`config.mk`:
```
export PLATFORM = sky130hd
export DESIGN_NAME = pf_mul
export DESIGN_NICKNAME = d
export VERILOG_FILES = /design/src/hw/rtl/pf_mul.sv
export SDC_FILE = /design/constraint.sdc
export NUM_CORES = 2
export LEC_CHECK = 0
export BUFFER_PORTS_ARGS = -buffer_cell sky130_fd_sc_hd__buf_2
export CAP_MARGIN = 20
export CORE_UTILIZATION = 35
export CTS_CLUSTER_SIZE = 24
export DETAILED_ROUTE_END_ITERATION = 12
export PLACE_DENSITY = 0.58
export SLEW_MARGIN = 0
export SYNTH_ARGS = -nofsm -noshare
export SYNTH_HDL_FRONTEND = slang
export SYNTH_SLANG_ARGS = --single-unit
```
`constraint.sdc`:
```
create_clock -name aclk -period 19.65 [get_ports aclk]
set_input_delay 0.9825 -clock aclk [delete_from_list [all_inputs] [get_ports aclk]]
set_output_delay 0.9825 -clock aclk [all_outputs]
set_load 0.005 [all_outputs]
```
`src/hw/rtl/pf_mul.sv`:
```
// Registered 32 x 32 unsigned multiplier shared by every product of the block.
// Depends on nothing but the clock.
module pf_mul (
    input  logic        aclk,
    input  logic [31:0] op_a,
    input  logic [31:0] op_b,
    output logic [63:0] prod
);

    logic [63:0] prod_reg;

    // One product per cycle, ready at the next edge.
    always_ff @(posedge aclk) begin
        prod_reg <= op_a * op_b;
    end

    assign prod = prod_reg;

endmodule

```
-- Word level (Yosys, flattened, before mapping)
Cells that the tools add are included.
W data, S select, Z words.
- register bits after elaboration: 64
- bits in latches: 0
- memory bits (writable): 0
- ROM bits: 0
- input bits: 65
- output and inout port bits: 64
- word-level logic and storage cells: 2
- memories kept: 0
- add/subtract/negate cells: 0
- multiply operators: 1
- div/mod/pow operators: 0
- order comparisons: 0
- equal/unequal tests: 0
- shift-type cells: 0
- mux-type cells: 0
- bitwise gates (word level): 0
- reductions and logical operators: 0
- operators by type and width (cell ; number):
    $mul A32 B32 Y64 ; 1

-- Depth between registers and ports, before layout
- word-level depth: 1
- gate-level depth with buffers: 29
- depth with buffers taken out: 27

-- Least setup slack after synthesis
OpenSTA, ideal clock, no wires.
- path type: input to register
- start: input port op_a[25]
- end: register prod_reg[62], in the netlist prod[62]
- library setup time: 0.072 ns
- arrival: 7.664 ns
- data required time: 19.578 ns
- path slack: 11.915 ns
- stages on the path: 25
- path buffers: 2
- path through: clkbuf_1 > nand2_1 > fa_1 > inv_1 > fa_1 > inv_1 > fa_1 > inv_1 > fa_1 > fa_1 > fa_1 > fa_1 > inv_1 > fa_1 > inv_1 > ha_1 > buf_2 > nand4_1 > or4_1 > or3_1 > a31oi_1 > a31o_2 > a211oi_1 > o21ai_1 > xor2_1
- word-level cells in the longest chain between the ends: 1
- ends and longest elaborated chain (what ; RTL line ; text):
    start: declaration ; 5 ; input logic [31:0] op_a,
    $mul A32 B32 Y64 ; 14 ; prod_reg <= op_a * op_b;
    end signal: assignment ; 14 ;
    end: declaration ; 10 ; logic [63:0] prod_reg;
Every way passes these cells.

-- Worst setup path in the final report
- start: input port op_a[27]
- end: register prod_reg[62], in the netlist prod[62]
Same word-level chain as after synthesis.

==> results.json <==
{
  "ys_warn_count": 0,
  "gr-total-overflow": 0,
  "crit_buf_inv": 4,
  "hpwl_mm": 76.6,
  "dieArea_um2": 100000,
  "core_area_um2": 98300,
  "synthFlopType": "dfxtp_1",
  "gp_congestion": 0.883,
  "min_period_over_period": 0.440,
  "layout.cells.most_common": "fa_1",
  "fmax_ghz": 0.116,
  "status": "finished clean",
  "clkTransAtPathRegs_ns": 0.06,
  "htree_levels": 3,
  "wl_per_cell_um": 18.9,
  "die_x_um": 317,
  "async_reset_ff_frac": 0,
  "crit_fanout": 32,
  "worst_hold_path.num_cells": 3,
  "drt_iter0_markers": 1253,
  "slew_headroom": 0.368,
  "finalMaxSlewViolations": 0,
  "drv_cap": 0,
  "largest_reg_flops": 64,
  "syn_avg_cell_area_um2": 9.25,
  "grt_pass1_vias": 26200,
  "cts_num_sinks": 64,
  "cts_root_buf": "clkbuf_16",
  "setup_tns_ns": 0,
  "hold_start": "op_b[0]",
  "finish.net_count": 4899,
  "crit_chain": "buf_2 -> nand2_1 -> fa_1 -> fa_1 -> fa_1 -> fa_1 -> inv_1 -> fa_1 -> fa_1 -> fa_1 -> inv_1 -> fa_1 -> inv_1 -> ha_1 -> nand4_1 -> or4_1 -> or3_1 -> a31oi_1 -> a31o_2 -> a211oi_1 -> o21ai_1 -> xor2_1",
  "critical_path_arrival_ns": 8.95,
  "grt_pass1_wl_mm": 149,
  "slowest_delay_ns": 0.61,
  "netlist_instances": 3748,
  "yosysTopAreaCell": "fa_1",
  "critical_path_class": "input pin to flop",
  "num_io_pins": 129,
  "ys_ff_latch": 64,
  "antenna_found_initial": 7,
  "synth_edf_count": 0,
  "period_minus_slack_ns": 8.65,
  "die_y_um": 317,
  "num_vias": 24300,
  "cp_slowest_cell": "fa_1",
  "cts_resized": 0,
  "synth_top_area_frac": 0.517,
  "rsz0062_at_grt": "no",
  "setup_violations": 0,
  "worstMarginPinSlew_ns": 0.948,
  "cts_buffers": 9,
  "postRouteAntennaNets": 0,
  "crit_path_end_kind": "flop",
  "drc_errors": 0,
  "synth_fp_nets": 4972,
  "drive_above_1_share": 0.0459,
  "drt_wl_total_mm": 93.8,
  "synth_area_leaders": "fa_1 52%, and2_1 11%, ha_1 9.5%",
  "layout_common_cells": "896 x fa_1, 865 x inv_1, 602 x and2_1",
  "grt_max_degree": 33,
  "drt_pre_antenna_iters": 5,
  "portBuffers": 128,
  "cts_tree": "done",
  "startpoint_type": "input pin",
  "antenna_cells": 0,
  "vias_per_cell": 4.90,
  "ys_seq_area_frac": 0.0369,
  "utilization": 0.371,
  "nFillCells": 10100,
  "syn_area_um2": 34700,
  "critPathMostFrequentCell": "fa_1",
  "crit_required_ns": 19.95,
  "post_cts_buffers": 0,
  "hold_end": "prod[0]",
  "cts_max_path_buffers": 2,
  "grt.total_usage": 0.195,
  "finalHoldViolCount": 0,
  "cts_hold_buf": 0,
  "rows": 115,
  "start_util": 0.353,
  "crit_family": "adder cells",
  "hold_path.class": "input pin to flop",
  "area_delta_synth_final_pct": 5.18,
  "synth.distinct_cells": 57
}
==> per-layer routing <==
layer	wire length (um)	vias up	track usage	part of all wire
met3	3320	132	0.0160	0.035
met4	3210	4	0.0620	0.034
met1	37300	12900	0.241	0.40
met2	49900	589	0.357	0.53
met5	26	-	0	0.00028
li1	-	10700	-	-
==> logic make-up after synthesis <==
logic type	after synthesis	share of synthesized area
buffers and inverters	1085	0.118
DFF	64	0.0369
and+or+nand+nor	1177	0.176
xor gates and xnor gates	60	0.0152
muxes	1	0.000289
adders and majority gates	1159	0.612
AOI/OAI and AO/OA	202	0.0415
==> worst max-delay path by stage <==
stage / from / end / depth (start not counted)
2_1_floorplan: op_a[25] / prod[62] / 25
3_5_place_dp: op_a[27] / prod[62] / 22
5_1_grt: op_a[25] / prod[62] / 24
3_3_place_gp: op_b[24] / prod[62] / 22
4_1_cts: op_a[27] / prod[62] / 22
6_report: op_a[27] / prod[62] / 22
==> Yosys cell counts (12+ instances only) <==
library cell,instances
a21o_1,40
a21oi_1,63
a31oi_1,12
and2_1,602
and3_1,14
clkbuf_1,213
dfxtp_1,64
fa_1,896
ha_1,263
inv_1,865
nand2_1,480
nand4_1,23
nor2_1,20
o21ai_0,21
xnor2_1,35
xor2_1,25
==> through the flow <==
| stage | worst slack [ns] | instance area (um2) | hold slack, ns | cells |
|---|---|---|---|---|
| after floorplan | 11.91 | 34700 | 1.11 | 3748 |
| after global placement | 10.80 | 36200 | 1.36 | 4951 |
| after detailed placement | 10.69 | 36200 | 1.36 | 4951 |
| after CTS | 11.08 | 36500 | 1.20 | 4967 |
| after global routing | 10.64 | 36500 | 1.22 | 4967 |
| final | 11.00 | 36500 | 1.21 | 4967 |
==> layout make-up <==
class / count / area (um2) / area share
inverters: 865 / 3250 / 0.0890
multi-input cells: 2599 / 29300 / 0.804
well taps: 1287 / 1610 / 0.0442
flip-flops and latches: 64 / 1280 / 0.0351
repair buffers: 136 / 701 / 0.0192
clock buffers: 12 / 267 / 0.00731
clock inverters: 4 / 51.3 / 0.00141
Power is left out: the tool's default activity adds up to more than one toggle a clock period on the data nets, which glitch-free logic cannot reach.
