**src/hw/rtl/pf_pkg.sv**
```systemverilog
// Shared types and constants for the polyline path follower.
// No dependencies; imported by the top module, pf_isqrt and pf_div.
package pf_pkg;

    localparam int LNG_W  = 31;
    localparam int LAT_W  = 30;
    localparam int STEP_W = 40;

    // Input beat kinds carried on tuser.
    localparam logic [1:0] MODE_APPEND = 2'd0;
    localparam logic [1:0] MODE_TICK   = 2'd1;
    localparam logic [1:0] MODE_CLEAR  = 2'd2;

    // Configuration register indexes.
    localparam logic REG_SPEED     = 1'b0;
    localparam logic REG_TIME_STEP = 1'b1;

    localparam logic [23:0] TIME_STEP_RESET = 24'h010000;

    typedef struct packed {
        logic signed [LNG_W-1:0] lng;
        logic signed [LAT_W-1:0] lat;
    } point_t;

    typedef enum logic [4:0] {
        ST_IDLE,
        ST_DISPATCH,
        ST_APPEND,
        ST_STEP,
        ST_STEP_W,
        ST_LOOP,
        ST_RD_A,
        ST_RD_B,
        ST_SQ_X,
        ST_SQ_Y,
        ST_SQ_R,
        ST_CMP,
        ST_SQRT,
        ST_ADV,
        ST_MUL_X,
        ST_DIV_X,
        ST_MUL_Y,
        ST_DIV_Y,
        ST_HEAD,
        ST_HEAD_W
    } state_t;

    // Handshake of an iterative unit towards the sequencer.
    typedef struct packed {
        logic busy;
        logic done;
    } unit_stat_t;

endpackage

```
**src/hw/rtl/pf_isqrt.sv**
```systemverilog
// Iterative integer square root of a 64-bit value, two radicand bits a cycle.
// Depends on pf_pkg for the unit status struct.
module pf_isqrt
    import pf_pkg::*;
(
    input  logic        aclk,
    input  logic        aresetn,
    input  logic        start,
    input  logic [63:0] radicand,
    output logic [31:0] root,
    output unit_stat_t  stat
);

    logic [63:0] n_reg, n_next;
    logic [63:0] res_reg, res_next;
    logic [63:0] bit_reg, bit_next;
    logic        busy_reg, busy_next;
    logic        done_reg, done_next;
    logic [63:0] trial;

    // One digit-by-digit step of the root per cycle.
    always_comb begin
        trial     = res_reg + bit_reg;
        n_next    = n_reg;
        res_next  = res_reg;
        bit_next  = bit_reg;
        busy_next = busy_reg;
        done_next = 1'b0;
        if (start) begin
            n_next    = radicand;
            res_next  = '0;
            bit_next  = 64'h4000_0000_0000_0000;
            busy_next = 1'b1;
        end else if (busy_reg) begin
            if (n_reg >= trial) begin
                n_next   = n_reg - trial;
                res_next = (res_reg >> 1) + bit_reg;
            end else begin
                res_next = res_reg >> 1;
            end
            bit_next = bit_reg >> 2;
            if (bit_reg[0]) begin
                busy_next = 1'b0;
                done_next = 1'b1;
            end
        end
    end

    always_ff @(posedge aclk) begin
        if (!aresetn) begin
            busy_reg <= 1'b0;
            done_reg <= 1'b0;
        end else begin
            busy_reg <= busy_next;
            done_reg <= done_next;
        end
    end

    always_ff @(posedge aclk) begin
        n_reg   <= n_next;
        res_reg <= res_next;
        bit_reg <= bit_next;
    end

    assign root      = res_reg[31:0];
    assign stat.busy = busy_reg;
    assign stat.done = done_reg;

endmodule

```
**config.mk**
```make
export PLATFORM = sky130hd
export DESIGN_NAME = pf_isqrt
export DESIGN_NICKNAME = d
export VERILOG_FILES = /design/src/hw/rtl/pf_pkg.sv /design/src/hw/rtl/pf_isqrt.sv
export SDC_FILE = /design/constraint.sdc
export NUM_CORES = 1
export LEC_CHECK = 0
export BUFFER_PORTS_ARGS = -buffer_cell sky130_fd_sc_hd__buf_2
export CORE_UTILIZATION = 50
export DETAILED_ROUTE_END_ITERATION = 8
export HOLD_SLACK_MARGIN = 0.02
export PLACE_DENSITY_LB_ADDON = 0.1
export RECOVER_POWER = 50
export SLEW_MARGIN = 5
export SYNTH_ARGS = -nofsm -noshare
export SYNTH_HDL_FRONTEND = slang
export SYNTH_SLANG_ARGS = --single-unit
```
**constraint.sdc**
```tcl
create_clock -name aclk -period 16.6 [get_ports aclk]
set_input_delay 1.66 -clock aclk [delete_from_list [all_inputs] [get_ports aclk]]
set_output_delay 1.66 -clock aclk [all_outputs]
set_load 0.03 [all_outputs]
```
======== Word-level counts from Yosys, hierarchy flattened ========
Cells that the tools add are included.
operators by class
  add/sub/neg operators ................... 3
  $mul .................................... 0
  divide/modulo/power cells ............... 0
  magnitude comparators ................... 1
  equal/unequal tests ..................... 0
  shift operators ......................... 0
  muxes and demuxes ....................... 8
  bitwise gates (word level) .............. 2
  reductions and logical operators ........ 4
operators with widths
  kind                                       count
  64-bit 2-to-1 mux                          4
  63-bit by 63-bit adder with 64-bit output  1
  64-bit by 63-bit adder with 64-bit output  1
  64-bit >= comparator                       1
  64-bit subtractor                          1
  1-bit 2-to-1 mux                           4
  2-bit nonzero test                         2
  3-bit OR reduction                         1
  1-bit NOT                                  2
  2-bit AND reduction                        1
word-level totals
  register bits ........................... 162
  bits in latches ......................... 0
  bits in writable memories ............... 0
  memory bits (read-only) ................. 0
  output and inout bits ................... 34
  logic and storage cells ................. 23
  memories kept ........................... 0

======== Depth between registers and ports, before layout ========
  depth after elaboration ................. 5
  gate-level depth with buffers ........... 26
  depth with buffers taken out ............ 23

======== Least setup slack after synthesis ========
OpenSTA, ideal clock, no wires.
  kind .................................... register -> register
  start ................................... register res_reg[2]
  end ..................................... register n_reg[0] (enable)
  library setup time ...................... 0.574 ns
  data arrival time ....................... 9.400 ns
  setup slack ............................. 6.625 ns
  stages on the path, launching flop included .. 26
  buffers on the path ..................... 4
  clock period less this slack ............ 9.975 ns
  cells stage by stage .................... dfxtp_1 -> ha_1 -> a31o_2 -> a21o_1 -> a31oi_1 -> o21ai_1 -> a211oi_1 -> o21a_1 -> o21bai_1 -> a31oi_1 -> o21ai_0 -> xnor2_1 -> ha_1 -> clkbuf_1 -> nand2_1 -> o21ai_1 -> a21oi_1 -> o21ai_1 -> a21oi_1 -> o21ai_0 -> a21oi_1 -> and2_4 -> buf_6 -> buf_6 -> buf_2 -> o21ai_0
between the ends
  longest elaborated chain between the ends .. 4
ends and longest elaborated chain
  item                                       line            RTL
  from (decl)                                pf_isqrt.sv:15  logic [63:0] res_reg, res_next;
  from (signal assigned)                     pf_isqrt.sv:61  res_reg <= res_next;
  64-bit by 63-bit adder with 64-bit output  pf_isqrt.sv:23  trial = res_reg + bit_reg;
  64-bit >= comparator                       pf_isqrt.sv:35  if (n_reg >= trial) begin
  2-bit nonzero test (no line)               --
  2-bit AND reduction (no line)              --
  to (signal assigned)                       pf_isqrt.sv:60  n_reg <= n_next;
  to (decl)                                  pf_isqrt.sv:14  logic [63:0] n_reg, n_next;
No other way between the ends.
A chain may end at the register's enable or synchronous reset.

======== Worst setup path after layout ========
  start ................................... register res_reg[4]
  end ..................................... register n_reg[0] (enable)
Same word-level chain as after synthesis.

==> results.cfg <==
[run_status]
status = finished with violations
failed_checks = capacitance limit, slew limit

[power]
p_leak_nw = 6.04
power_density_nw_per_um2 = 143
power_mw = 2.32
ir_drop_mv = 0.0923

[critical_path]
end_kind = flip-flop
critPathArrivalTime_ns = 7.68
max_stage_delay_ns = 0.66
critPathMaxFanout = 65
worstPathCellList = ha_1 -> and2_0 -> a21o_1 -> a31oi_1 -> o21ai_1 -> a211oi_1 -> o21a_1 -> o21bai_1 -> a31oi_1 -> o21ai_0 -> xnor2_1 -> ha_1 -> nand2_1 -> o21ai_1 -> a21oi_1 -> o21ai_1 -> a21oi_1 -> o21ai_0 -> a21oi_2 -> buf_4 -> and2_4 -> o21ai_4 -> buf_4
cp_top_family = compound AO/OA/AOI/OAI gates
cp.required_ns = 16.68
worstSetupPathType = flip-flop to flip-flop
worst-path-buf-inv = 2
path_common_cell = o21ai_1
setup.worst_path.start_class = flip-flop
critPathSlowestCell = buf_4

[floorplanning]
placementRows = 63
io-pin-count = 101
die-area_um2 = 31400
core_um2 = 29900
dieHeight_um = 177
start_util_pct = 51.3
die_w_um = 177

[yosys]
synth.distinct_cells = 81
synth_area_leaders = dfxtp_1 13%, edfxtp_1 13%, ha_1 11%
synth_seq_cells = 162
synth.top_cell.area_share_pct = 12.8
syn-num-nets = 2158
synth_top_area_cell = dfxtp_1
ys.flop_type = dfxtp_1
async_flop_share_pct = 0
synth_edf_count = 64
synth_warnings = 0
syn_area_um2 = 15300
syn_area_per_cell_um2 = 7.82
netlist_instances = 1960
seq_area_frac_synth_pct = 25.3

[flow_run]
drv_cap = 4

[cts]
cts.sinks = 162
cts-resized-gates = 0
cts_root_buf = clkbuf_16
clk_latency_ns = 0.46
htreeDepth = 4
cts_made_buffers = 17
cts_max_path_buffers = 2
cts_tree = built
postCtsSetupBuffers = 0
path_clk_slew_ns = 0.07
hold_buffers = 0

[sta]
setup_tns_ns = 0
slew_headroom_pct = -160
fin_crit_sh_pct = 45.7
finalSetupViolations = 0
post-route-min-period_ns = 7.59
finalClockSkew_ns = 0.0121
setup_ws_ns = 9.01
rsz0062_at_grt = no
drv_slew = 294
worstMarginPinSlew_ns = 3.90
final-hold-violation-count = 0
fmax_ghz = 0.132

[global_routing]
gr-total-overflow = 0
first_global_vias = 13990
grt_pass1_wl_mm = 73.5
grt_max_degree = 104
grt_use_total_pct = 29.6
antenna_found_initial = 0

[detailed_routing]
ant_nets = 0
via_count = 14584
drt_iter0_markers = 1122
wl_per_cell_um = 19.5
wl_mm = 45.7
drc = 0
drt_first_pass_iters = 6
viasPerCell = 6.22

[layout]
fin_cells = 2344
diodes = 0
final_nets = 2139
drive_gt1_share_pct = 7.06
synthToLayoutAreaGrowth_pct = 5.66

[placed_design]
post-place-ws_ns = 8.95
placed_cells = 2312
gp_congestion = 0.979
port-buffer-count = 100
hpwl_mm = 34.4

[min_path]
hold_class = flip-flop to flip-flop
## layer usage
metal	routed length (um)	share of wire, %	vias up	GRT usage (%)
met5	0	0	-	0
met4	1550	3.4	0	11.6
met3	2010	4.4	94	4.49
met2	21900	48	402	50.1
met1	20300	44	6873	37.4
li1	-	-	7215	-
## layout by cell type, fill, tap and decap left out, types with 19 or more instances in the layout
master	n
buf_2	66
a31oi_1	63
o21ai_0	157
inv_1	28
clkbuf_1	38
mux2i_1	46
a21o_1	44
edfxtp_1	64
nor2_1	199
o21bai_1	40
o31ai_1	19
xor2_1	65
nand3_1	46
nand4_1	43
nand2_1	221
dfxtp_1	98
a311oi_1	23
a21oi_1	145
nor3_1	35
xnor2_1	82
ha_1	130
a211oi_1	34
## final timing paths
path         startpoint          to  slack, ns  cells past startpoint
max          res_reg[4]    n_reg[0]       9.01                     23
min reg2reg  res_reg[0]  res_reg[0]       0.51                      2
max reg2reg  res_reg[4]    n_reg[0]       9.01                     23
min          res_reg[0]  res_reg[0]       0.51                      2
## cell families after synthesis
| kind of cell | Yosys count | synth area share [%] |
|---|---|---|
| multiplexers | 53 | 3.52 |
| AND/OR/NAND/NOR | 645 | 19.2 |
| flip-flops | 162 | 25.3 |
| AO/OA/AOI/OAI | 648 | 27.4 |
| buffers and inverters | 174 | 5.33 |
| adder cells (fa/ha/maj) | 131 | 10.7 |
| XOR/XNOR | 147 | 8.40 |
## where the power goes
group / internal, mW / switching, mW
Clock: 0.223 / 0.189
Combinational: 0.485 / 0.807
Sequential: 0.536 / 0.0828
Total: 1.24 / 1.08
## stage by stage
| stage | utilization (%) | area, um^2 | hold WS, ns |
|---|---|---|---|
| 2_1_floorplan | - | 15300 | 0.478 |
| 3_3_place_gp | 52.5 | 15700 | 0.494 |
| 3_5_place_dp | 52.5 | 15700 | 0.511 |
| 4_1_cts | 54.5 | 16300 | 0.524 |
| 5_1_grt | 54.2 | 16200 | 0.565 |
| 6_report | 54.2 | 16200 | 0.513 |
## worst reg2reg max path: cells and delay by family (launching register included)
family                   cells  cell delay, ns
adder cells (fa/ha/maj)      2            0.73
AO/OA/AOI/OAI               15            4.04
XOR/XNOR                     1            0.19
flip-flops                   1            0.48
AND/OR/NAND/NOR              3            0.71
buffers and inverters        2            0.93
## synth_stat cells, drive strengths merged (9+ instances only)
library cell	count
a211oi	35
a21boi	12
a21o	44
a21oi	148
a311oi	23
a31o	13
a31oi	63
and2	11
and3	11
buf	62
clkbuf	83
dfxtp	98
edfxtp	64
ha	130
inv	28
mux2i	46
nand2	221
nand2b	14
nand3	46
nand4	44
nor2	199
nor2b	10
nor3	36
o211ai	9
o21a	15
o21ai	163
o21bai	40
o31ai	19
or3	16
xnor2	82
xor2	65
## area by class of cell
cell class	count	area, um^2
fill	2915	13700
tap	390	488
timing repair buffer	107	499
clock inverter	12	118
inverter	29	109
sequential	162	3880
multi-input combinational	1624	10600
clock buffer	20	468
No activity file was read; power rests on OpenSTA's default activity.
