==> src/hw/rtl/pf_pkg.sv <==
// Shared types and constants for the polyline path follower.
// No dependencies; imported by the top module, pf_isqrt and pf_div.
package pf_pkg;

    localparam int LNG_W  = 31;
    localparam int LAT_W  = 30;
    localparam int STEP_W = 40;

    // Input beat kinds carried on tuser.
    localparam logic [1:0] MODE_APPEND = 2'd0;
    localparam logic [1:0] MODE_TICK   = 2'd1;
    localparam logic [1:0] MODE_CLEAR  = 2'd2;

    // Configuration register indexes.
    localparam logic REG_SPEED     = 1'b0;
    localparam logic REG_TIME_STEP = 1'b1;

    localparam logic [23:0] TIME_STEP_RESET = 24'h010000;

    typedef struct packed {
        logic signed [LNG_W-1:0] lng;
        logic signed [LAT_W-1:0] lat;
    } point_t;

    typedef enum logic [4:0] {
        ST_IDLE,
        ST_DISPATCH,
        ST_APPEND,
        ST_STEP,
        ST_STEP_W,
        ST_LOOP,
        ST_RD_A,
        ST_RD_B,
        ST_SQ_X,
        ST_SQ_Y,
        ST_SQ_R,
        ST_CMP,
        ST_SQRT,
        ST_ADV,
        ST_MUL_X,
        ST_DIV_X,
        ST_MUL_Y,
        ST_DIV_Y,
        ST_HEAD,
        ST_HEAD_W
    } state_t;

    // Handshake of an iterative unit towards the sequencer.
    typedef struct packed {
        logic busy;
        logic done;
    } unit_stat_t;

endpackage

==> src/hw/rtl/pf_div.sv <==
// Restoring divider: 64-bit dividend by 32-bit divisor, quotient below 2^32.
// One quotient bit a cycle; depends on pf_pkg for the unit status struct.
module pf_div
    import pf_pkg::*;
(
    input  logic        aclk,
    input  logic        aresetn,
    input  logic        start,
    input  logic [63:0] dividend,
    input  logic [31:0] divisor,
    output logic [31:0] quotient,
    output unit_stat_t  stat
);

    logic [31:0] rem_reg, rem_next;
    logic [31:0] lo_reg, lo_next;
    logic [31:0] q_reg, q_next;
    logic [31:0] d_reg, d_next;
    logic [5:0]  cnt_reg, cnt_next;
    logic        busy_reg, busy_next;
    logic        done_reg, done_next;
    logic [32:0] trial;

    // The upper half is already below the divisor, so 32 steps suffice.
    always_comb begin
        trial     = {rem_reg, lo_reg[31]};
        rem_next  = rem_reg;
        lo_next   = lo_reg;
        q_next    = q_reg;
        d_next    = d_reg;
        cnt_next  = cnt_reg;
        busy_next = busy_reg;
        done_next = 1'b0;
        if (start) begin
            rem_next  = dividend[63:32];
            lo_next   = dividend[31:0];
            d_next    = divisor;
            q_next    = '0;
            cnt_next  = 6'd32;
            busy_next = 1'b1;
        end else if (busy_reg) begin
            if (trial >= {1'b0, d_reg}) begin
                rem_next = 32'(trial - {1'b0, d_reg});
                q_next   = {q_reg[30:0], 1'b1};
            end else begin
                rem_next = trial[31:0];
                q_next   = {q_reg[30:0], 1'b0};
            end
            lo_next  = {lo_reg[30:0], 1'b0};
            cnt_next = cnt_reg - 6'd1;
            if (cnt_reg == 6'd1) begin
                busy_next = 1'b0;
                done_next = 1'b1;
            end
        end
    end

    always_ff @(posedge aclk) begin
        if (!aresetn) begin
            busy_reg <= 1'b0;
            done_reg <= 1'b0;
            cnt_reg  <= '0;
        end else begin
            busy_reg <= busy_next;
            done_reg <= done_next;
            cnt_reg  <= cnt_next;
        end
    end

    always_ff @(posedge aclk) begin
        rem_reg <= rem_next;
        lo_reg  <= lo_next;
        q_reg   <= q_next;
        d_reg   <= d_next;
    end

    assign quotient  = q_reg;
    assign stat.busy = busy_reg;
    assign stat.done = done_reg;

endmodule
==> config.mk <==
export PLATFORM = sky130hd
export DESIGN_NAME = pf_div
export DESIGN_NICKNAME = d
export VERILOG_FILES = /design/src/hw/rtl/pf_pkg.sv /design/src/hw/rtl/pf_div.sv
export SDC_FILE = /design/constraint.sdc
export NUM_CORES = 1
export LEC_CHECK = 0
export ABC_AREA = 1
export BUFFER_PORTS_ARGS = -buffer_cell sky130_fd_sc_hd__buf_2
export CAP_MARGIN = 0
export CELL_PAD_IN_SITES_DETAIL_PLACEMENT = 1
export CELL_PAD_IN_SITES_GLOBAL_PLACEMENT = 2
export CORE_MARGIN = 1.5
export CORE_UTILIZATION = 30
export DETAILED_ROUTE_END_ITERATION = 8
export HOLD_SLACK_MARGIN = 0.12
export MAX_ROUTING_LAYER = met4
export PLACE_DENSITY_LB_ADDON = 0.1
export SLEW_MARGIN = 15
export SYNTH_ARGS = -nofsm -noshare
export SYNTH_HDL_FRONTEND = slang
export SYNTH_SLANG_ARGS = --single-unit
==> constraint.sdc <==
create_clock -name aclk -period 4.28 [get_ports aclk]
set_input_delay 0.856 -clock aclk [delete_from_list [all_inputs] [get_ports aclk]]
set_output_delay 0.856 -clock aclk [all_outputs]
set_load 0.005 [all_outputs]
Word-level counts from Yosys, hierarchy flattened
Cells that the tools add are included.
{"block": "op_classes", "add_sub_neg": 2, "magnitude_cmp": 1, "n_eq_ne": 1, "n_mux": 12, "n_bitwise": 2, "reduce_logical": 3}
{"operator": "$mux W32", "count": 5}
{"operator": "$ge A33 B32 Y1", "count": 1}
{"operator": "$sub A32 B32 Y32", "count": 1}
{"operator": "$mux W6", "count": 2}
{"operator": "$eq A6 B1 Y1 const B", "count": 1}
{"operator": "$sub A6 B1 Y6 const B", "count": 1}
{"operator": "$mux W1", "count": 5}
{"operator": "$reduce_or A3 Y1", "count": 1}
{"operator": "$not A1 Y1", "count": 2}
{"operator": "$reduce_bool A2 Y1", "count": 1}
{"operator": "$reduce_or A2 Y1", "count": 1}
{"block": "word_totals", "register_bits": 136, "inputBits": 99, "output_inout_bits": 34, "wordCells": 29}

Depth between registers and ports, before layout
Gate-level depths: netlist (run 1).
{"block": "logic_depth", "word_depth": 4, "ltp_mapped": 17}

Least setup slack after synthesis (run 1)
OpenSTA, ideal clock, no wires.
{"block": "synth_timing", "kind": "input -> register", "from": "in start", "to": "reg lo_reg[0] (enable)", "setup_ns": 0.454, "arrival_time_ns": 2.971, "slack_ns": 0.856, "path_stages": 3, "path_buffers": 1, "path_cell_list": "nor2_1 -> inv_1 -> clkbuf_1"}
{"block": "synth_via", "elab_chain_cells": 1}
{"element": "from (decl)", "line_no": "pf_div.sv:8", "rtl": "input logic start,"}
{"element": "$reduce_bool A2 Y1 (no line)"}
{"element": "to (signal assigned)", "line_no": "pf_div.sv:72", "rtl": "lo_reg <= lo_next;"}
{"element": "to (decl)", "line_no": "pf_div.sv:16", "rtl": "logic [31:0] lo_reg, lo_next;"}
Every way passes these cells.
A chain may end at the register's enable or synchronous reset.

Worst setup path in the final report (run 1)
{"block": "layout_timing", "from": "reg rem_reg[26]", "to": "reg rem_reg[30] (data pin)"}
{"block": "layout_via", "elab_chain_cells": 4, "word_cells_on_any_way": 5}
{"element": "from (decl)", "line_no": "pf_div.sv:15", "rtl": "logic [31:0] rem_reg, rem_next;"}
{"element": "from (signal assigned)", "line_no": "pf_div.sv:71", "rtl": "rem_reg <= rem_next;"}
{"element": "$sub A32 B32 Y32 or $ge A33 B32 Y1 (tied branches)", "line_no": "pf_div.sv:43, pf_div.sv:42"}
{"element": "$mux W32 *", "line_no": "pf_div.sv:42", "rtl": "if (trial >= {1'b0, d_reg}) begin"}
{"element": "$mux W32 *", "line_no": "pf_div.sv:41", "rtl": "end else if (busy_reg) begin"}
{"element": "$mux W32 *", "line_no": "pf_div.sv:34", "rtl": "if (start) begin"}
{"element": "named net rem_next[30]", "line_no": "pf_div.sv:15"}
The timed path passes the listed nets; every way through them passes the cells marked *. The select of a mux whose other input is x is not followed.

==> metrics.md, run 1 <==
| Metric | Value |
|---|---|
| GRT Resource Usage Total | `about 18%` |
| Clock Root Buffer | `clkbuf_16` |
| CTS H-tree lvls | `4` |
| RSZ-0062 raised after global routing | `no` |
| Boundary Pins | `133` |
| Worst Hold Depth | `2` |
| Post-Synth XOR/XNOR Area | `1.612%` |
| Met3 wire length | `911 µm` |
| Slowest-stage cell, CP | `nor2_4` |
| Worst-Margin Slew | `around 0.65 ns` |
| Largest net degree at the start of global routing | `70` |
| Max-Cap Viols | `0` |
| Detail Placement HPWL | `~18000 µm` |
| Post-synthesis simple-gate area fraction | `31.93%` |
| # DRC | `0` |
| Initial Utilization | `30.41%` |
| Largest family of logic cells by synthesized area | `simple AND/OR/NAND/NOR gates` |
| Post-synthesis sequential area ratio | `a little under half` |
| CP max stage delay | `around 0.44 ns` |
| Max frequency | `between 0.3 and 0.4 GHz` |
| FP Rows | `60` |
| Num Clock Sinks | `roughly 140` |
| Reg-to-Reg Start | `rem_reg[26]$_DFFE_PP_` |
| FF-to-FF setup slack | `about 1.4 ns` |
| Crit Path Class | `reg2reg` |
| DR top layer | `met4` |
| Pwr Total | `4653 µW` |
| CP endpoint kind | `register` |
| Routed WL | `~24000 µm` |
| Final Hold Viols | `0` |
| Hold Startpoint | `quotient[31]$_SDFFE_PP0P_` |
| Syn Nets | `1232` |
| Core area | `roughly 27000 µm²` |
| Mapped Cells | `~1100` |
| Distinct cells, synth | `38` |
| Seq cells post-synth | `136` |
| Synthesis Warnings | `0` |
| Cts repair resizes | `0` |
| Final GP Congestion | `~0.84` |
| Crit-path cells | `ha_1 -> nand2_1 -> inv_1 -> nand2_1 -> nand2_1 -> a21oi_1 -> nand2_1 -> nor2_4 -> buf_4 -> nand3_1 -> nand2_1 -> clkinv_1 -> nand2_1 -> nand2_1` |
| Via count | `around 7100` |
| Die Footprint | `28170 µm²` |
| Final Hold Slack | `approximately 0.47 ns` |
| Clock Skew | `~0.012 ns` |
| First-pass GRT wire length | `slightly below 40000 µm` |
| Vias in the first global route | `7520` |
| Status | `finished, final reports clean` |
| Synthesized cell area | `a little over 8000 µm²` |
| Max Buffers Root-to-Sink | `2` |
| R2R cell count | `14` |
| Fraction of synthesized area in multiplexers | `0%` |
| Router iterations before antenna repair | `4` |
| Fin crit period | `just under 3 ns` |
| Area Overhead vs Synth | `19.33%` |
| Final Setup Violations | `0` |
| I/O Buffers | `between 100 and 150` |
| Layout cell share with drive strength beyond 1 | `roughly 15%` |
| Avg Vias per Cell | `approximately 4.5` |
| Slew margin rel. | `about 57%` |
| Leak | `about 0.005 µW` |
| Slew Viols, Final | `0` |
| WP data arrival | `roughly 3.1 ns` |
| Syn Area/Cell | `7.423 µm²` |
| CTS buffer count | `17` |
| Most used cell, CP | `nand2_1` |
| Compound-Gate Fraction of Synth Area | `between 4 and 5%` |
| Setup TNS | `0 ns` |
| Min-Delay Path Class | `reg2reg` |
| Die extent in y | `~170 µm` |
| Skew-Pair Late Insertion Delay | `roughly 0.43 ns` |
| Core Util, Final | `between 30% and 40%` |
| Worst vdd ir | `approximately 230 µV` |
| Worst r2r dst | `rem_reg[30]$_DFFE_PP_` |
| Clock slew at reported path FFs | `about 0.060 ns` |
| M1 WL | `11180 µm` |
| Hold EP | `quotient[31]$_SDFFE_PP0P_` |
| Met2 wire len | `~12000 µm` |
| Post-CTS Hold Buffers | `0` |
| Type of origin of the critical path | `register` |
| Setup bufs post-CTS | `0` |
| Worst-path fanout max | `17` |
| Nets | `1357` |
| Final worst path period share | `67.58%` |
| Initial DRC count | `311` |
| Total congestion overflow | `0` |
| Initial antenna violation count | `5` |
| Req. time, crit path | `between 4 and 5 ns` |
| Synth Area in Adders | `under 10%` |
| TritonCTS clock tree | `yes` |
| DRT antenna net count | `0` |
| P per Cell Area | `478.4 nW/µm²` |
| WL/cell | `around 15 µm` |
| Chip width | `around 170 µm` |
[worst max-delay path, delay by kind of cell (launching register included)]
family / cells / cell delay (ns)
AND/OR/NAND/NOR: 9 / 1.18
flip-flops: 1 / 0.41
AO/OA/AOI/OAI: 1 / 0.16
adder cells (fa/ha/maj): 1 / 0.40
buffers and inverters: 3 / 0.48
[power by group]
part	switching (µW)	internal, µW
clock network	644	853
registers	60.3	1580
logic	987	528
total	1690	2960
[Yosys cell counts]
library cell | number | area [µm²]
nor3b_1 | 1 | 7.510
buf_4 | 2 | 15.01
o21ai_0 | 7 | 35.03
a211oi_1 | 1 | 7.510
nand2_1 | 436 | 1637
a31oi_1 | 1 | 6.260
buf_2 | 4 | 20.02
and2_1 | 2 | 12.51
edfxtp_1 | 96 | 2883
o22ai_1 | 30 | 187.7
a21oi_2 | 1 | 8.760
ha_1 | 34 | 425.4
nor4b_1 | 1 | 8.760
nor2_1 | 50 | 187.7
dfxtp_1 | 40 | 800.8
o21bai_1 | 1 | 7.510
nor3_1 | 6 | 30.03
nor4_1 | 1 | 6.260
a21oi_1 | 19 | 95.09
nand3b_1 | 26 | 195.2
clkbuf_1 | 20 | 75.07
xnor2_1 | 14 | 122.6
clkinv_1 | 1 | 3.750
xor2_1 | 1 | 8.760
nand3_2 | 1 | 10.01
or2_2 | 2 | 12.51
nor2_2 | 4 | 25.02
buf_6 | 5 | 56.30
inv_1 | 198 | 743.2
nand2_2 | 3 | 18.77
nand2_4 | 2 | 22.52
nor2_4 | 1 | 11.26
nand4_1 | 10 | 62.56
inv_2 | 2 | 7.510
buf_1 | 1 | 3.750
fa_1 | 1 | 20.02
o21a_1 | 2 | 15.01
nand3_1 | 71 | 355.3
[final cells by class]
class,count,area (µm²)
Multi-Input combinational cell,729,3542
Fill cell,3357,17080
Timing Repair Buffer,138,720.7
Antenna cell,6,15.01
Clock inverter,10,75.07
Sequential cell,136,3684
Clock buffer,22,506.7
Inverter,201,755.7
Tap cell,341,426.7
[how the worst max path moves through the flow]
stage | from | endpoint | slack, ns
after floorplan | start | lo_reg[0]$_SDFFCE_PN0P_ | 0.86
after global placement | rem_reg[26]$_DFFE_PP_ | rem_reg[30]$_DFFE_PP_ | 1.41
after detailed placement | rem_reg[26]$_DFFE_PP_ | rem_reg[30]$_DFFE_PP_ | 1.37
after CTS | rem_reg[26]$_DFFE_PP_ | rem_reg[30]$_DFFE_PP_ | 1.33
after global routing | rem_reg[26]$_DFFE_PP_ | rem_reg[27]$_DFFE_PP_ | 1.15
final | rem_reg[26]$_DFFE_PP_ | rem_reg[30]$_DFFE_PP_ | 1.39
[layer usage]
metal / GRT usage (%) / vias to the layer above
met5: - / -
met1: 22.03 / 3286
met3: 3.832 / 15
met4: 4.505 / 0
met2: 31.14 / 112
li1: - / 3699
[through the flow]
step | area, µm² | std cells | worst slack (ns)
final | 9726 | 1583 | 1.387
after global routing | 9723 | 1582 | 1.155
after CTS | 9711 | 1577 | 1.333
after detailed placement | 9129 | 1545 | 1.371
after global placement | 9129 | 1545 | 1.407
after floorplan | 8150 | 1098 | 0.8556
[kinds of logic after synthesis]
kind of cell,count (synthesis)
and+or+nand+nor,617
buffers and inverters,233
DFF,136
AOI/OAI and AO/OA,62
adders and majority gates,35
xor gates and xnor gates,15
[layout by cell type (no fill, tap or decap), types with 2 or more instances in the layout]
cell type,instances
nand2_1,436
a21oi_1,19
edfxtp_1,96
dfxtp_1,40
clkbuf_16,19
o22ai_1,30
inv_6,5
nand2_2,3
inv_1,196
and2_1,2
inv_4,3
buf_4,6
ha_1,34
o21ai_0,7
nand2_4,2
xnor2_1,14
clkbuf_8,2
nand3_1,71
buf_2,131
inv_2,3
nand4_1,10
or2_2,2
diode_2,6
nand3b_1,26
clkinv_2,2
nor2_1,50
o21a_1,2
nor2_2,4
nor3_1,6
No activity file was read; power rests on OpenSTA's default activity.
==> inputs of run 2 (changes only) <==
- ABC_AREA: 1 -> 0
- clock period: 4.28 -> 2.8 ns (I/O delays scaled with it)
==> run 2 against run 1 <==
Compared with the run above: the run now ends with setup timing left; routed wire length fell by 4.9%; die area fell by 8.0%; setup slack got worse by 1.5 ns; critical endpoint is now rem_reg[18]$_DFFE_PP_; synthesized cell count fell by 35%; cell count fell by 19%; sequential share of layout area fell by 2.3 points; combinational power rose by 130%; critical path depth fell by 3; sequential power rose by 57%.
==> metrics.md, run 2 <==
| Metric | Value |
|---|---|
| Slowest-stage cell, CP | `edfxtp_1` |
| Initial antenna violation count | `3` |
| FP Rows | `57` |
| Critical path depth | `11` |
| Largest net degree at the start of global routing | `74` |
| Crit-path cells | `ha_4 -> a21oi_4 -> o211ai_2 -> a41oi_2 -> or3b_4 -> a21o_4 -> a21boi_4 -> nor2_4 -> buf_6 -> buf_12 -> a311o_1` |
| Layout cell share with drive strength beyond 1 | `approximately two fifths` |
| Router iterations before antenna repair | `4` |
| P per Cell Area | `a little under 800 nW/µm²` |
| Final worst path period share | `105.6%` |
| Mapped Cells | `roughly 710` |
| Setup TNS | `-0.3938 ns` |
| Syn Nets | `about 850` |
| CTS H-tree lvls | `4` |
| Synthesized cell area | `between 7000 and 8000 µm²` |
| Top FF cell, synth | `edfxtp_1` |
| Nets | `approximately 1100` |
| Clock Root Buffer | `clkbuf_16` |
| Slack of the critical path | `-0.1558 ns` |
| Synthesis Warnings | `0` |
| FF-to-FF setup slack | `-0.16 ns` |
| Routed WL | `22720 µm` |
| Worst r2r dst | `rem_reg[18]$_DFFE_PP_` |
| Fin crit period | `slightly below 3 ns` |
| CTS buffer count | `17` |
| Avg Vias per Cell | `4.954` |
| Post-place setup slack | `-0.2824 ns` |
| Num Clock Sinks | `136` |
| Post-synth EDFFs | `96` |
| Initial DRC count | `~300` |
| Max-Cap Viols | `0` |
| Multi-input gate area | `a little under 4000 µm²` |
| WL/cell | `between 15 and 20 µm` |
| Core area | `between 20000 and 25000 µm²` |
| Count leader, synth | `edfxtp_1` |
| Req. time, crit path | `just under 3 ns` |
| I/O Buffers | `between 100 and 150` |
| Total congestion overflow | `0` |
| Worst Setup SP | `rem_reg[13]$_DFFE_PP_` |
| Skew-Pair Late Insertion Delay | `around 0.42 ns` |
| Slew Viols, Final | `0` |
| Final Hold Slack | `about 0.32 ns` |
| Worst-Margin Slew | `~0.63 ns` |
| Syn Area/Cell | `approximately 11 µm²` |
| Clock Skew | `about 0.013 ns` |
| CP Capture Point | `rem_reg[18]$_DFFE_PP_` |
| Die extent in y | `approximately 160 µm` |
| Number of fill cells | `between 2000 and 3000` |
| Failing checks | `setup timing` |
| Commonest cells after routing, fill and taps aside | `buf_2, edfxtp_1, buf_4` |
| First-pass GRT wire length | `~36000 µm` |
| Final GP Congestion | `0.8221` |
| Leak | `about 0.0043 µW` |
| Seq cells post-synth | `~140` |
| Vias in the first global route | `about 6900` |
| Final Setup Violations | `5` |
| Die Footprint | `approximately 26000 µm²` |
| Worst vdd ir | `~340 µV` |
| Clock slew at reported path FFs | `0.06 ns` |
| Post-synthesis sequential area ratio | `a little under 50%` |
| Worst-path fanout max | `4` |
| Detail Placement HPWL | `16320 µm` |
| Max frequency | `0.3383 GHz` |
| CP endpoint kind | `register` |
| Via count | `around 6300` |
| Min-Delay Path Class | `in2reg` |
| Area Overhead vs Synth | `38.50%` |
| Initial Utilization | `30.70%` |
| Crit path buf inv count | `2` |
| Post-synth ARST share | `0%` |
| GRT Resource Usage Total | `18.06%` |
| Register area | `3685 µm²` |
| Delay-heaviest family, CP | `compound AO/OA/AOI/OAI gates` |
| CP max stage delay | `0.43 ns` |
| R2R cell count | `11` |
| Status | `complete, but fails checks` |
| Area share of the leading cell type in the synthesized netlist | `38.50%` |
| Boundary Pins | `about 130` |
| Crit Path Class | `reg2reg` |
| # DRC | `0` |
| Post-synth top cells | `edfxtp_1, nor2_1, nand2_1, dfxtp_1, inv_1` |
| DRT antenna net count | `0` |
| Type of origin of the critical path | `register` |
| Synth top area cells | `edfxtp_1, dfxtp_1, ha_1, mux2_2, mux2i_1` |
| Slew margin rel. | `57.72%` |
| TritonCTS clock tree | `yes` |
| WP data arrival | `about 3.1 ns` |
| Hold Startpoint | `divisor[11]` |
| Chip width | `161.0 µm` |
| RSZ-0062 raised after global routing | `yes` |
| Reg-to-Reg Start | `rem_reg[13]$_DFFE_PP_` |
| Commonest non-fill, non-tap cell in the layout | `buf_2` |
| Max Buffers Root-to-Sink | `2` |
| Distinct cells, synth | `63` |
| Final Hold Viols | `0` |
| Post-synth top area cell | `edfxtp_1` |
run 2: cell types whose count changed in the layout (fill, tap and decap cells not counted), moves of 29 or more:
cell,before,now
buf_4,6,95
inv_1,196,38
mux2_2,0,31
mux2i_1,0,32
nand2_1,436,39
nand3_1,71,24
o22ai_1,30,1
run 2: final cells by class:
| type | count | area share, % |
|---|---|---|
| clock buffer | 19 | 4.271 |
| antenna | 3 | 0.07239 |
| multi-input combinational | 496 | 37.67 |
| clock inverter | 13 | 1.038 |
| inverter | 40 | 1.448 |
| sequential | 136 | 35.53 |
| timing repair buffer | 245 | 16.06 |
| tap | 324 | 3.909 |
run 2: timing repair:
action,in CTS,in global routing
pin swaps,26,20
setup endpoints to repair,32,32
hold buffers,0,0
gates resized for setup,43,56
gates cloned,0,1
setup buffers,9,6
run 2: logic make-up (layout without fill, tap and decap cells):
group / count (synthesis) / in the layout / synth area share (%)
compound gates: 169 / 169 / 15.56
xor+xnor: 29 / 29 / 3.392
fa+ha+maj: 35 / 35 / 5.949
buf+inv: 81 / 317 / 4.562
flops: 136 / 136 / 49.20
mux: 63 / 63 / 8.940
other cells: 0 / 3 / 0
simple gates: 200 / 200 / 12.40
run 2: report_power, final:
part           switching (µW)  internal [µW]  leakage, µW  total (µW)
Sequential                132           2450      0.00128        2580
Clock                     960           1180     0.000272        2140
Combinational            1800           1660      0.00278        3460
Total                    2890           5300      0.00434        8190
run 2: how the worst min path moves through the flow:
stage,to,cells past startpoint
floorplan,cnt_reg[1]$_SDFFE_PP0P_,2
global placement,quotient[31]$_SDFFE_PP0P_,2
detailed placement,quotient[31]$_SDFFE_PP0P_,2
CTS,d_reg[2]$_DFFE_PP_,1
global route,d_reg[27]$_DFFE_PP_,1
finish,d_reg[11]$_DFFE_PP_,1
run 2: per-stage QoR:
stage | power (µW) | area [µm²] | util (%) | cells
2_1_floorplan | 4313 | 7498 | - | 713
3_3_place_gp | 5510 | 9198 | 37.71 | 1226
3_5_place_dp | 5570 | 9198 | 37.71 | 1226
4_1_cts | 7993 | 10010 | 41.05 | 1266
5_1_grt | 8665 | 10370 | 42.52 | 1276
6_report | 8188 | 10370 | 42.52 | 1276
run 2: worst reg2reg max path: stages, from the launching register on:
cell      delay [ns]
edfxtp_1        0.43
ha_4            0.32
a21oi_4         0.06
o211ai_2        0.23
a41oi_2         0.17
or3b_4          0.43
a21o_4          0.21
a21boi_4        0.21
nor2_4          0.08
buf_6           0.13
buf_12          0.12
a311o_1         0.31
run 2: routing by layer:
| layer | track usage (%) | vias to the layer above | share of wire (%) |
|---|---|---|---|
| li1 | - | 3101 | - |
| met1 | 22.01 | 3088 | 46 |
| met2 | 30.04 | 113 | 49 |
| met3 | 4.366 | 19 | 3.8 |
| met4 | 4.545 | 0 | 1.4 |
| met5 | - | - | 0 |
==> inputs of run 3 (changes only) <==
- SETUP_SLACK_MARGIN: unset -> 0.15
- clock period: 2.8 -> 2.9 ns (I/O delays scaled with it)
==> run 3 against run 2 <==
Compared with the run above: the run now ends clean; clock skew about the same; die area is the same; non-clock buffer count is 9 lower; sequential cell count unchanged; clock power about the same; global-route usage hardly changed; first-iteration DRC count down 27%; via count down 0.87%; cell area decreased by 1.3%; sequential power shrank 3%; critical path type unchanged.
==> metrics.md, run 3 (synthesized netlist as in run 2, its figures left out) <==
| Metric | Value |
|---|---|
| P per Cell Area | `approximately 760 nW/µm²` |
| R2R cell count | `13` |
| Boundary Pins | `133` |
| Req. time, crit path | `between 3 and 4 ns` |
| Slew Viols, Final | `0` |
| Sequential power share | `between 30% and 40%` |
| Leak | `around 0.0043 µW` |
| DR top layer | `met4` |
| Worst vdd ir | `between 300 and 400 µV` |
| Max Buffers Root-to-Sink | `2` |
| CP endpoint kind | `register` |
| Worst-Margin Slew | `between 0.5 and 0.6 ns` |
| Num Clock Sinks | `136` |
| Final worst path period share | `98.92%` |
| Area Overhead vs Synth | `36.72%` |
| Worst r2r dst | `rem_reg[18]$_DFFE_PP_` |
| Avg Vias per Cell | `just under 5` |
| Worst-path fanout max | `3` |
| WL/cell | `~18 µm` |
| Initial DRC count | `about 220` |
| Routed WL | `between 20000 and 25000 µm` |
| Router iterations before antenna repair | `4` |
| Clock slew at reported path FFs | `approximately 0.07 ns` |
| Vias in the first global route | `a little under 7000` |
| Commonest non-fill, non-tap cell in the layout | `buf_2` |
| Cell-internal power | `5043 µW` |
| Skew-Pair Late Insertion Delay | `approximately 0.43 ns` |
| Slowest-stage cell, CP | `edfxtp_1` |
| Final GP Congestion | `approximately 0.81` |
| Clock Skew | `around 0.013 ns` |
| Status | `finished, final reports clean` |
| CP max stage delay | `0.39 ns` |
| Clock Root Buffer | `clkbuf_16` |
| FP Rows | `57` |
| Crit Path Class | `reg2reg` |
| Layout cell share with drive strength beyond 1 | `between 30% and 40%` |
| Die Footprint | `roughly 26000 µm²` |
| GRT Resource Usage Total | `between 10% and 20%` |
| Setup TNS | `0 ns` |
| Type of origin of the critical path | `register` |
| Final Setup Violations | `0` |
| Clock Power Share | `approximately 28%` |
| Total congestion overflow | `0` |
| First-pass GRT wire length | `36050 µm` |
| Initial antenna violation count | `4` |
| Max frequency | `~0.35 GHz` |
| Largest net degree at the start of global routing | `91` |
| CTS buffer count | `17` |
| Via count | `6266` |
| Met3 wire length | `between 800 and 900 µm` |
| Combinational power share | `40.2%` |
| CTS H-tree lvls | `4` |
| Post-CTS Hold Buffers | `0` |
| WP data arrival | `between 3 and 4 ns` |
| Commonest cells after routing, fill and taps aside | `buf_2, edfxtp_1, buf_4` |
| Min-Delay Path Class | `in2reg` |
| Nets | `around 1100` |
| Detail Placement HPWL | `approximately 16000 µm` |
| Switching Share | `a little over a third` |
| M1 WL | `around 10000 µm` |
| RSZ-0062 raised after global routing | `yes` |
| Initial Utilization | `30.70%` |
| Chip width | `~160 µm` |
| Die extent in y | `161.0 µm` |
| FF-to-FF setup slack | `between 0.03 and 0.04 ns` |
| DRT antenna net count | `0` |
| NetSw | `~2800 µW` |
| # DRC | `0` |
| Slew margin rel. | `between 60% and 70%` |
| Final Hold Viols | `0` |
| Crit-path cells | `inv_1 -> ha_2 -> inv_2 -> fa_2 -> a211oi_2 -> o21a_1 -> o31a_1 -> buf_4 -> a21oi_1 -> o211a_1 -> o221ai_1 -> a211oi_1 -> a311o_1` |
| Core area | `24390 µm²` |
| I/O Buffers | `around 130` |
| Worst Setup SP | `lo_reg[31]$_DFFE_PP_` |
| Reg-to-Reg Start | `lo_reg[31]$_DFFE_PP_` |
| CP Capture Point | `rem_reg[18]$_DFFE_PP_` |
| Placed cells | `between 1000 and 1500` |
| Met2 wire len | `roughly 11000 µm` |
| Fin crit period | `roughly 2.9 ns` |
| TritonCTS clock tree | `yes` |
| Cell Count, Final, Fillers Out | `approximately 1300` |
| Max-Cap Viols | `0` |
## run 3: through the flow
stage | area, µm² | util [%] | total power [µW] | hold slack [ns] | worst slack [ns]
after floorplan | 7501 | - | 4163 | 0.4685 | 0.09712
after detailed placement | 9082 | 37.24 | 5285 | 0.4938 | -0.1894
final | 10240 | 41.97 | 7794 | 0.3238 | 0.03121
after global placement | 9082 | 37.24 | 5243 | 0.4808 | -0.1658
after global routing | 10240 | 41.97 | 8276 | 0.3099 | -0.1022
after CTS | 9906 | 40.61 | 7668 | 0.3042 | 0.01822
## run 3: how the worst min path moves through the flow
stage / cells after the start / from / end / slack [ns]
2_1_floorplan: 2 / cnt_reg[1]$_SDFFE_PP0P_ / cnt_reg[1]$_SDFFE_PP0P_ / 0.47
3_3_place_gp: 2 / quotient[31]$_SDFFE_PP0P_ / quotient[31]$_SDFFE_PP0P_ / 0.48
3_5_place_dp: 2 / quotient[31]$_SDFFE_PP0P_ / quotient[31]$_SDFFE_PP0P_ / 0.49
4_1_cts: 1 / divisor[13] / d_reg[13]$_DFFE_PP_ / 0.30
5_1_grt: 1 / divisor[10] / d_reg[10]$_DFFE_PP_ / 0.31
6_report: 1 / divisor[13] / d_reg[13]$_DFFE_PP_ / 0.32
## run 3: area by class of cell
class	instances	area, µm²
Antenna cell	4	10.01
Clock buffer	18	450.4
Clock inverter	14	128.9
Fill cell	2760	14150
Inverter	40	150.1
Multi-Input combinational cell	496	3799
Sequential cell	136	3685
Tap cell	324	405.4
Timing Repair Buffer	236	1608
## run 3: critical path: cells and delay by family (launching register included)
family	cells	cell delay [ns]
buffers and inverters	3	0.27
AO/OA/AOI/OAI	8	1.40
flip-flops	1	0.39
adder cells (fa/ha/maj)	2	0.55
## run 3: power groups by stage
stage / clock network, µW / registers (µW) / logic [µW]
3_5_place_dp: 0 / 2520 / 2760
5_1_grt: 2300 / 2520 / 3450
2_1_floorplan: 0 / 2480 / 1680
4_1_cts: 2240 / 2490 / 2940
3_3_place_gp: 0 / 2510 / 2730
6_report: 2170 / 2490 / 3130
## run 3: timing repair
| item | in CTS | in global routing |
|---|---|---|
| buffers inserted | 8 | 12 |
| pin swaps | 21 | 31 |
| endpoints found under the setup margin | 32 | 32 |
| resized for setup | 40 | 49 |
| cloned | 0 | 3 |
## run 3: metal layers
metal / global-route usage, % / vias up
li1: - / 3069
met1: 22.35 / 3064
met2: 29.64 / 108
met3: 3.903 / 25
met4: 5.429 / 0
met5: - / -
